`config.mk`:
```
export PLATFORM = sky130hd
export DESIGN_NAME = markup_blanking_scanner_unit
export DESIGN_NICKNAME = d
export VERILOG_FILES = /design/src/sv/mbs_pkg.sv /design/src/sv/markup_blanking_scanner_unit.sv /design/src/sv/mbs_match.sv /design/src/sv/mbs_scan.sv
export SDC_FILE = /design/constraint.sdc
export NUM_CORES = 1
export LEC_CHECK = 0
export BUFFER_PORTS_ARGS = -buffer_cell sky130_fd_sc_hd__buf_4
export CORE_MARGIN = 3
export CORE_UTILIZATION = 40
export CTS_CLUSTER_DIAMETER = 40
export CTS_CLUSTER_SIZE = 20
export DETAILED_ROUTE_END_ITERATION = 12
export PLACE_DENSITY = 0.6
export SYNTH_ARGS = -nofsm -noshare
export SYNTH_HDL_FRONTEND = slang
export SYNTH_HIERARCHICAL = 1
export SYNTH_SLANG_ARGS = --single-unit
```
`constraint.sdc`:
```
create_clock -name clk -period 3.26 [get_ports clk]
set_input_delay 0.652 -clock clk [delete_from_list [all_inputs] [get_ports clk]]
set_output_delay 0.652 -clock clk [all_outputs]
set_load 0.01 [all_outputs]
```
`src/sv/mbs_pkg.sv`:
```
// ---------------------------------------------------------------------------
// Markup blanking scanner package
// Shared constants, types and character helpers for the scanner block.
// ---------------------------------------------------------------------------
package mbs_pkg;

	// Default limits of the design.
	localparam int MAX_NAME_CHARS_DEF = 8;
	localparam int CHECK_NAMES_DEF    = 4;

	// Configuration port geometry.
	localparam int CFG_DATA_W = 64;
	localparam int CFG_IDX_W  = 3;
	localparam int USED_W     = 3;

	// Configuration register indexes.
	localparam logic [CFG_IDX_W-1:0] CFG_CHECK_NAME_0  = 3'd0;
	localparam logic [CFG_IDX_W-1:0] CFG_CHECK_NAMES_USED = 3'd4;

	// Reset values of the configuration registers ("alt" in the low bytes).
	localparam logic [CFG_DATA_W-1:0] CHECK_NAME_0_RST = 64'd7629921;
	localparam logic [USED_W-1:0]     CHECK_NAMES_USED_RST = 3'd1;

	// Characters the scanner reacts to.
	localparam logic [7:0] CH_NUL   = 8'h00;
	localparam logic [7:0] CH_LT    = 8'h3C;
	localparam logic [7:0] CH_GT    = 8'h3E;
	localparam logic [7:0] CH_EQ    = 8'h3D;
	localparam logic [7:0] CH_SLASH = 8'h2F;
	localparam logic [7:0] CH_DQUOTE = 8'h22;
	localparam logic [7:0] CH_SQUOTE = 8'h27;
	localparam logic [7:0] CH_SPACE = 8'h20;

	// Region of the tag the scanner is in.
	typedef enum logic [1:0] {
		RG_KEY     = 2'd0,
		RG_VALUE   = 2'd1,
		RG_CHECKED = 2'd2,
		RG_OTHER   = 2'd3
	} region_t;

	// Whitespace is space, tab, LF, VT, FF and CR.
	function automatic logic is_space(input logic [7:0] c);
		return (c == CH_SPACE) || (c inside {[8'd9:8'd13]});
	endfunction

	// Lowercase ASCII A-Z only.
	function automatic logic [7:0] to_lower(input logic [7:0] c);
		return (c inside {[8'd65:8'd90]}) ? (c + 8'd32) : c;
	endfunction

endpackage

```
`src/sv/markup_blanking_scanner_unit.sv`:
```
// ---------------------------------------------------------------------------
// Markup blanking scanner unit
// Marks text bytes that belong to SGML/HTML markup and replaces them with
// spaces, leaving values of configured attributes visible.
// ---------------------------------------------------------------------------
// The unit takes one byte per clock cycle while the output side is not
// stalled, and returns one result beat per byte, in order. Each byte
// passes through the input register and then the result register, whose
// beat drives the outputs. The scan step and the attribute name compare
// run combinationally between the input register and the result register,
// so the scan step sets the rate. in_ready follows out_ready
// combinationally when both registers are full.
// Configuration writes must only happen while no byte is in flight.
module markup_blanking_scanner_unit
	import mbs_pkg::*;
#(
	parameter int MAX_NAME_CHARS = MAX_NAME_CHARS_DEF,
	parameter int CHECK_NAMES    = CHECK_NAMES_DEF
) (
	input  logic                  clk,
	input  logic                  arst_n,
	input  logic                  wr_en,
	input  logic [CFG_IDX_W-1:0]  wr_index,
	input  logic [CFG_DATA_W-1:0] wr_data,
	input  logic                  in_valid,
	output logic                  in_ready,
	input  logic [7:0]            in_char,
	output logic                  out_valid,
	input  logic                  out_ready,
	output logic                  blank,
	output logic [7:0]            out_char
);

	localparam int NAME_W = 8 * MAX_NAME_CHARS;

	logic [CFG_DATA_W-1:0] check_name_q [CHECK_NAMES];
	logic [USED_W-1:0]     check_names_used_q;
	logic                  valid_s1;
	logic [7:0]            char_s1;
	logic                  out_valid_q;
	logic                  blank_q;
	logic [7:0]            out_char_q;
	logic                  advance;
	logic                  step;
	logic                  match;
	logic                  blank_c;
	logic [NAME_W-1:0]     attr_name;
	logic                  attr_name_overflow;

	// The result register frees when empty or taken; the input register
	// moves on whenever the result register can take its beat.
	assign advance   = !out_valid_q || out_ready;
	assign step      = valid_s1 && advance;
	assign in_ready  = !valid_s1 || advance;
	assign out_valid = out_valid_q;
	assign blank     = blank_q;
	assign out_char  = out_char_q;

	// Configuration registers; writes to absent registers are dropped.
	always_ff @(posedge clk or negedge arst_n) begin
		if (!arst_n) begin
			for (int i = 0; i < CHECK_NAMES; i++) begin
				check_name_q[i] <= (i == 0) ? CHECK_NAME_0_RST : '0;
			end
			check_names_used_q <= CHECK_NAMES_USED_RST;
		end else if (wr_en) begin
			for (int i = 0; i < CHECK_NAMES; i++) begin
				if (wr_index == (CFG_CHECK_NAME_0 + CFG_IDX_W'(i))) begin
					check_name_q[i] <= wr_data;
				end
			end
			if (wr_index == CFG_CHECK_NAMES_USED) begin
				check_names_used_q <= wr_data[USED_W-1:0];
			end
		end
	end

	// Input register.
	always_ff @(posedge clk or negedge arst_n) begin
		if (!arst_n) begin
			valid_s1 <= 1'b0;
		end else if (in_ready) begin
			valid_s1 <= in_valid;
		end
	end

	always_ff @(posedge clk) begin
		if (in_valid && in_ready) begin
			char_s1 <= in_char;
		end
	end

	// Attribute name compare.
	mbs_match #(
		.MAX_NAME_CHARS(MAX_NAME_CHARS),
		.CHECK_NAMES(CHECK_NAMES)
	) u_match (
		.check_name(check_name_q),
		.check_names_used(check_names_used_q),
		.attr_name(attr_name),
		.attr_name_overflow(attr_name_overflow),
		.match(match)
	);

	// Scan state and blank decision.
	mbs_scan #(
		.MAX_NAME_CHARS(MAX_NAME_CHARS)
	) u_scan (
		.clk(clk),
		.arst_n(arst_n),
		.step(step),
		.c(char_s1),
		.match(match),
		.attr_name(attr_name),
		.attr_name_overflow(attr_name_overflow),
		.blank(blank_c)
	);

	// Result register.
	always_ff @(posedge clk or negedge arst_n) begin
		if (!arst_n) begin
			out_valid_q <= 1'b0;
		end else if (advance) begin
			out_valid_q <= valid_s1;
		end
	end

	always_ff @(posedge clk) begin
		if (step) begin
			blank_q    <= blank_c;
			out_char_q <= blank_c ? CH_SPACE : char_s1;
		end
	end

endmodule

```
`src/sv/mbs_match.sv`:
```
// ---------------------------------------------------------------------------
// Markup blanking scanner: attribute name compare
// Compares the collected attribute name with the configured checked names.
// ---------------------------------------------------------------------------
module mbs_match
	import mbs_pkg::*;
#(
	parameter int MAX_NAME_CHARS = MAX_NAME_CHARS_DEF,
	parameter int CHECK_NAMES    = CHECK_NAMES_DEF,
	localparam int NAME_W        = 8 * MAX_NAME_CHARS
) (
	input  logic [CFG_DATA_W-1:0] check_name [CHECK_NAMES],
	input  logic [USED_W-1:0]     check_names_used,
	input  logic [NAME_W-1:0]     attr_name,
	input  logic                  attr_name_overflow,
	output logic                  match
);

	logic [CFG_DATA_W-1:0] name_ext;

	assign name_ext = CFG_DATA_W'(attr_name);

	// A register takes part only when its place is below the used count;
	// a used count above the register count leaves all of them in.
	always_comb begin
		match = 1'b0;
		for (int i = 0; i < CHECK_NAMES; i++) begin
			if ((check_names_used > USED_W'(i)) && (check_name[i] == name_ext)) begin
				match = 1'b1;
			end
		end
		if (attr_name_overflow) begin
			match = 1'b0;
		end
	end

endmodule

```
`src/sv/mbs_scan.sv`:
```
// ---------------------------------------------------------------------------
// Markup blanking scanner: scan state and step logic
// Holds the tag, quote, region and name state and decides for each byte
// whether it is markup.
// ---------------------------------------------------------------------------
module mbs_scan
	import mbs_pkg::*;
#(
	parameter int MAX_NAME_CHARS = MAX_NAME_CHARS_DEF,
	localparam int NAME_W        = 8 * MAX_NAME_CHARS,
	localparam int LEN_W         = $clog2(MAX_NAME_CHARS + 1)
) (
	input  logic              clk,
	input  logic              arst_n,
	input  logic              step,
	input  logic [7:0]        c,
	input  logic              match,
	output logic [NAME_W-1:0] attr_name,
	output logic              attr_name_overflow,
	output logic              blank
);

	logic              inside_tag_q, inside_tag_n;
	logic [7:0]        open_quote_q, open_quote_n;
	logic              token_starting_q, token_starting_n;
	region_t           region_q, region_n;
	logic [NAME_W-1:0] attr_name_q, attr_name_n;
	logic [LEN_W-1:0]  attr_len_q, attr_len_n;
	logic              overflow_q, overflow_n;
	logic              closed_q, closed_n;
	logic [7:0]        c_low;
	logic              no_quote;
	logic              eq_hit;

	assign c_low              = to_lower(c);
	assign no_quote           = (open_quote_q == CH_NUL);
	assign attr_name          = attr_name_q;
	assign attr_name_overflow = overflow_q;

	// Next state and the blank decision for the byte in hand.
	always_comb begin
		inside_tag_n     = inside_tag_q;
		open_quote_n     = open_quote_q;
		token_starting_n = token_starting_q;
		region_n         = region_q;
		attr_name_n      = attr_name_q;
		attr_len_n       = attr_len_q;
		overflow_n       = overflow_q;
		closed_n         = closed_q;
		eq_hit           = 1'b0;
		blank            = 1'b0;

		if (no_quote && (c == CH_LT)) begin
			inside_tag_n     = 1'b1;
			region_n         = RG_KEY;
			token_starting_n = 1'b1;
			blank            = 1'b1;
		end else if (no_quote && (c == CH_GT)) begin
			inside_tag_n = 1'b0;
			blank        = 1'b1;
		end else if (inside_tag_q) begin
			if ((c == CH_DQUOTE) || (c == CH_SQUOTE)) begin
				if (no_quote) begin
					open_quote_n = c;
				end else if (open_quote_q == c) begin
					open_quote_n = CH_NUL;
				end
			end else if (no_quote && is_space(c)) begin
				if (!token_starting_q) begin
					region_n         = RG_KEY;
					token_starting_n = 1'b1;
				end
			end else if (no_quote && (c == CH_EQ)) begin
				region_n         = match ? RG_CHECKED : RG_VALUE;
				token_starting_n = 1'b1;
				eq_hit           = 1'b1;
			end else if (no_quote && (c == CH_SLASH)) begin
				region_n = RG_OTHER;
			end else if (region_q == RG_KEY) begin
				// A new key token starts a fresh name.
				if (token_starting_q) begin
					attr_name_n      = '0;
					attr_len_n       = '0;
					overflow_n       = 1'b0;
					closed_n         = 1'b0;
					token_starting_n = 1'b0;
				end
				if (!closed_n) begin
					if (c_low == CH_NUL) begin
						closed_n = 1'b1;
					end else if (attr_len_n >= LEN_W'(MAX_NAME_CHARS)) begin
						overflow_n = 1'b1;
					end else begin
						for (int k = 0; k < MAX_NAME_CHARS; k++) begin
							if (attr_len_n == LEN_W'(k)) begin
								attr_name_n[8*k +: 8] = c_low;
							end
						end
						attr_len_n = attr_len_n + LEN_W'(1);
					end
				end
			end else if ((region_q == RG_VALUE) || (region_q == RG_CHECKED)) begin
				token_starting_n = 1'b0;
			end
			blank = eq_hit || (region_n != RG_CHECKED);
		end
	end

	// Scan state registers.
	always_ff @(posedge clk or negedge arst_n) begin
		if (!arst_n) begin
			inside_tag_q     <= 1'b0;
			open_quote_q     <= CH_NUL;
			token_starting_q <= 1'b0;
			region_q         <= RG_OTHER;
			attr_name_q      <= '0;
			attr_len_q       <= '0;
			overflow_q       <= 1'b0;
			closed_q         <= 1'b0;
		end else if (step) begin
			inside_tag_q     <= inside_tag_n;
			open_quote_q     <= open_quote_n;
			token_starting_q <= token_starting_n;
			region_q         <= region_n;
			attr_name_q      <= attr_name_n;
			attr_len_q       <= attr_len_n;
			overflow_q       <= overflow_n;
			closed_q         <= closed_n;
		end
	end

endmodule

```
==> results.cfg, run 1 <==
[power_and_ir_drop]
leakage_nw = 10.2
swShare = 0.281
power_frac_comb = 0.183
p_int_mw = 10.7
p_switching_mw = 4.19
pwr-share-clk = 0.420
ir_worst_vdd_v = 0.000466
sequentialPowerShare = 0.397
power.total_mw = 14.9
power_density_mw_per_mm2 = 648

[layout]
synthToLayoutAreaGrowth_pct = 25.3
final_nets = 1708
final_area_mm2 = 0.0230
diodes = 0
drive_gt1_frac = 0.436
nFillCells = 3847
multi_input_area_mm2 = 0.00870
fin_cells = 2260
seqCellArea_mm2 = 0.00912

[logic_synthesis]
yosys_warnings = 6
synthDominantCellAreaShare = 0.448
synth-seq-cells = 360
synth-edff-count = 17
synthArstFlopShare = 0.953
netlist_instances = 1342
synth_common_cells = dfrtp_1, mux2_4, xnor2_1
syn_avg_cell_area_um2 = 13.7
synth_cell_type_count = 79
synthFlopType = dfrtp_1
yosysSeqAreaShare = 0.496
ys_top_cells_by_area = dfrtp_1, mux2_4, xnor2_1
yosysMostFrequentCell = dfrtp_1
synthesis.nets = 1429
syn_area_mm2 = 0.0184
synth_top_cell_by_area = dfrtp_1

[worst_setup_path]
cp.buffers_inverters = 1
r2r_slack_ns = 0.01
cp.arrival_ns = 3.61
crit_path_cell_trace = buf_4, xor2_1, nor4_1, nand4_1, nor4_1, nand4_1, a41oi_4, or3_4, o211a_1, o311ai_4, or2_4
critPathLaunchType = flop
path_delay_family = simple AND/OR/NAND/NOR gates
r2r-start = u_scan/attr_name[22]
worstSetupPathType = flop to flop
cp_max_fo = 3
reg2regPathDepth = 11
worstReg2RegEnd = out_char[5]
endpoint_kind = flop
cpPeakStageDelay_ns = 0.49
cp.required_ns = 3.62
slowest_stage = nor4_1

[cts]
clock_path_buffers = 3
cts_made_buffers = 57
htree_num_levels = 2
clk_latency_ns = 0.61
clockRootBuffer = clkbuf_16
clock-sinks = 360
cts_tree = built
clk_pin_slew_ns = 0.06

[timing]
grt_setup_unrepaired = true
max_slew.worst_pin.slew_ns = 1.19
fin_crit_sh = 0.997
setup_viol = 0
maxSlewHeadroom = 0.201
timing.fmax_mhz = 308
finalHoldViolations = 0
fin_ws_ns = 0.00967
drv_slew = 0
skew_ns = 0.0242
period_needed_ns = 3.25

[global_route]
antenna_found_initial = 0
grt_pass1_wl_mm = 89.2
grt_pass1_vias = 13100
met1_usage = 0.346
overflow = 0
grt.busiest_layer = met2
grt.total_usage = 0.254
grtUsageMet3 = 0.0369
grtUsageMet2 = 0.398
grt_max_degree = 71

[die]
core_area_mm2 = 0.0448
rows = 77
die_h_um = 220
die_area_mm2 = 0.0486
start_util = 0.410
ios = 91
die_w_um = 220

[placed_design]
gp_congestion = 0.979
io_buffer_count = 90
place_inst = 2150
dp_hpwl_mm = 45.2
pre_cts_ws_ns = -0.368
post_dp_cell_area_mm2 = 0.0207

[route]
drt-initial-drc-count = 1035
avgViaCountPerCell = 5.59
vias = 12600
dr.pass1.iters = 5
route.detailed.drc = 0
ant_nets = 0
wl_per_cell_um = 27.2
finalWirelength_mm = 61.6

[outcome]
run_status = finished clean

[worst_hold_path]
min-delay-path-class = primary input to flop
holdPathStages = 1
hold-path-endpoint = char_s1[7]
hp-start = in_char[7]

[flow_run]
maxCapViolCount = 0
## sequential cells by signal (all words and copies together), names as in the netlist
name,flops
u_scan/attr_name_overflow,1
u_scan/region_q,2
u_scan/attr_name,64
u_scan/inside_tag_q,1
check_name_q,256
check_names_used_q,3
u_scan/closed_q,1
blank,1
valid_s1,1
out_char,8
u_scan/attr_len_q,4
u_scan/open_quote_q,8
out_valid,1
char_s1,8
u_scan/token_starting_q,1
## cell type report
cell class | count | share of cell area
multi-input combinational | 865 | 0.378
tap | 592 | 0.0322
sequential | 360 | 0.396
clock buffer | 67 | 0.0657
clock inverter | 39 | 0.0205
timing repair buffer | 285 | 0.0995
inverter | 52 | 0.00847
## how the worst max path moves through the flow
| stage | start | end | slack (ns) | cells past startpoint |
|---|---|---|---|---|
| 2_1_floorplan | char_s1[4] | out_char[0] | 0.24 | 8 |
| 3_3_place_gp | u_scan/attr_name[5] | out_char[5] | -0.46 | 12 |
| 3_5_place_dp | u_scan/attr_name[5] | out_char[5] | -0.37 | 12 |
| 4_1_cts | u_scan/attr_name[14] | out_char[5] | 0.02 | 11 |
| 5_1_grt | u_scan/attr_name[32] | out_char[5] | -0.02 | 11 |
| 6_report | u_scan/attr_name[22] | out_char[5] | 0.01 | 11 |
## cell families (layout without fill, tap and decap cells)
group | count (synthesis) | count (layout) | share of synthesized area
mux | 262 | 262 | 0.197
flops | 360 | 360 | 0.496
buf+inv | 117 | 443 | 0.0459
simple gates | 208 | 208 | 0.0726
fa+ha+maj | 7 | 7 | 0.00477
xor+xnor | 238 | 238 | 0.114
compound gates | 150 | 150 | 0.0698
## layout by cell type (no fill, tap or decap), types with 44 or more instances in the layout
master | netlist | routed
a22o_1 | 44 | 44
buf_4 | 7 | 271
mux2_4 | 181 | 181
xnor2_1 | 123 | 110
nand4_1 | 47 | 47
xor2_1 | 114 | 112
clkbuf_16 | 0 | 57
mux2_2 | 79 | 79
dfrtp_1 | 329 | 322
inv_1 | 52 | 51
## per-stage QoR
step | hold WS, ns | setup TNS, ns | utilization
after detailed placement | 0.461 | -2.23 | 0.463
after floorplan | 0.356 | 0 | -
final | 0.211 | 0 | 0.514
after global placement | 0.458 | -3.06 | 0.463
after CTS | 0.187 | 0 | 0.511
after global routing | 0.204 | -0.0177 | 0.514
## repair_timing
action | 4_1_cts | 5_1_grt
setup endpoints to repair | 9 | 8
pin swaps | 6 | 13
gates resized for setup | 27 | 21
endpoints found under the hold margin | 44 | 0
hold buffers | 1 | 0
buffers inserted | 0 | 6
## power groups by stage
stage	clock, mW	sequential (mW)	combinational, mW
2_1_floorplan	0	5.73	1.60
3_3_place_gp	0	5.95	2.62
3_5_place_dp	0	5.95	2.64
4_1_cts	6.35	5.91	2.70
5_1_grt	6.55	6.00	2.86
6_report	6.27	5.92	2.73
## routing by layer
layer  routed length (µm)  part of all wire  up-vias
met1                26200              0.43     6541
li1                     -                 -     5456
met3                 3890             0.063      136
met5                    0                 0        -
met4                 3290             0.053        0
met2                28100              0.46      510
No activity file was read; power rests on OpenSTA's default activity.
==> run 2, diff against run 1 <==
CORE_UTILIZATION = 56   (was 40)
PLACE_DENSITY = 0.79   (was 0.6)
==> results.cfg, run 2 (synthesis gave the netlist of run 1 again) <==
[layout]
layout_common_cells = dfrtp_1, buf_4, mux2_4, xnor2_1, xor2_1
largest_reg_flops = 256
synthToLayoutAreaGrowth_pct = 18.4
fin_util = 0.681
final_nets = 1616
nFillCells = 2282
layout_commonest_cell = dfrtp_1
largest_register = check_name_q
final_area_mm2 = 0.0218
drive_gt1_frac = 0.389

[outcome]
run_status = finished with violations
violations = negative setup slack

[worst_setup_path]
endpoint_kind = flop
path_delay_family = simple AND/OR/NAND/NOR gates
critPathLaunchType = flop
slowest_stage = or4_4
crit_top_cell = nand4_1
cp.required_ns = 3.57
cp.buffers_inverters = 1
worstReg2RegEnd = out_char[5]
cp_max_fo = 2
worstSetupPathType = flop to flop
crit_path_cell_trace = xnor2_2, buf_4, nand4_1, nor4_4, nand4_1, or4_4, a41oi_4, or3_4, o211a_1, o311ai_2, or2_4
cp.arrival_ns = 3.64
reg2regPathDepth = 11
cpPeakStageDelay_ns = 0.60
r2r_slack_ns = -0.08
r2r-start = check_name_q[126]

[timing]
fin_ws_ns = -0.0756
period_needed_ns = 3.34
fin_crit_sh = 1.02
maxSlewHeadroom = 0.187
max_slew.worst_pin.slew_ns = 1.21
finalHoldViolations = 0
grt_setup_unrepaired = true
skew_ns = 0.0154
timing.fmax_mhz = 300
drv_slew = 0
setup_viol = 10

[placed_design]
dp_hpwl_mm = 40.5
io_buffer_count = 90
gp_congestion = 0.990
post_dp_cell_area_mm2 = 0.0199

[global_route]
overflow = 0
grt_pass1_wl_mm = 85.1
antenna_found_initial = 1
grt.total_usage = 0.322
grt_pass1_vias = 12900
grt_max_degree = 106

[cts]
clockRootBuffer = clkbuf_16
cts_made_buffers = 46
clk_latency_ns = 0.57
clock-sinks = 360
clk_pin_slew_ns = 0.07
htree_num_levels = 2
cts_tree = built
clock_path_buffers = 3

[power_and_ir_drop]
leakage_nw = 9.64
power_density_mw_per_mm2 = 639
power.total_mw = 13.9
ir_worst_vdd_v = 0.000445

[worst_hold_path]
hold-path-endpoint = char_s1[1]
holdPathStages = 1
min-delay-path-class = primary input to flop
hp-start = in_char[1]

[die]
start_util = 0.575
rows = 65
core_area_mm2 = 0.0320
die_area_mm2 = 0.0350
die_w_um = 187
ios = 91
die_h_um = 187

[route]
avgViaCountPerCell = 6.27
ant_nets = 0
route.detailed.drc = 0
finalWirelength_mm = 56.6
wl_per_cell_um = 28.3
drt-initial-drc-count = 1472
dr.pass1.iters = 6
vias = 12600

[flow_run]
maxCapViolCount = 0
==> run 2: changes by cell type in the layout (fill, tap and decap cells not counted), moves of 4 or more <==
cell | previous run | this run
nor4_2 | 15 | 10
nor4_1 | 34 | 39
clkbuf_1 | 5 | 1
buf_4 | 271 | 190
xnor2_2 | 14 | 8
clkbuf_16 | 57 | 47
xnor2_1 | 110 | 116
==> run 2: area by class of cell <==
type	instances	area, µm²	share of cell area
repair buffers	204	1670	0.0766
flip-flops and latches	360	9120	0.419
clock inverters	32	408	0.0187
multi-input cells	865	8570	0.394
clock buffers	54	1260	0.0580
well taps	435	544	0.0250
inverters	52	195	0.00897
diodes	1	2.50	0.000115
==> run 2: worst max-delay path by stage <==
stage | slack (ns) | start | cells past startpoint | end
5_1_grt | -0.1 | check_name_q[126] | 11 | out_char[5]
3_3_place_gp | -0.40 | u_scan/attr_name[31] | 11 | out_char[5]
4_1_cts | 0.004 | u_scan/attr_name[62] | 11 | out_char[5]
2_1_floorplan | 0.24 | char_s1[4] | 8 | out_char[0]
3_5_place_dp | -0.32 | u_scan/attr_name[31] | 11 | out_char[5]
6_report | -0.08 | check_name_q[126] | 11 | out_char[5]
==> run 2: report_power, final <==
group | total (mW) | internal (mW) | switching [mW]
clock network | 5.45 | 3.31 | 2.14
registers | 5.90 | 5.26 | 0.645
logic | 2.55 | 1.43 | 1.12
total | 13.9 | 10.0 | 3.90
==> run 2: per-layer routing <==
| metal | GRT usage | vias up | part of all wire |
|---|---|---|---|
| met5 | 0 | - | 0 |
| met4 | 0.129 | 0 | 0.049 |
| met3 | 0.0605 | 151 | 0.098 |
| met2 | 0.502 | 698 | 0.46 |
| met1 | 0.448 | 6424 | 0.39 |
| li1 | - | 5282 | - |
==> run 2: stage by stage <==
step / TNS [ns] / hold slack (ns) / cells / worst slack, ns
floorplan: 0 / 0.356 / 1342 / 0.243
global placement: -2.47 / 0.459 / 1907 / -0.396
detailed placement: -1.81 / 0.463 / 1908 / -0.315
CTS: 0 / 0.259 / 1997 / 0.00352
global route: -0.561 / 0.254 / 2002 / -0.0997
finish: -0.301 / 0.270 / 2003 / -0.0756
==> run 2: what timing repair did <==
item,CTS,global route
hold buffers,1,0
cloned,0,0
setup endpoints to repair,9,9
gates resized for setup,9,16
setup buffers,2,5
pin swaps,5,10
endpoints found under the hold margin,37,0
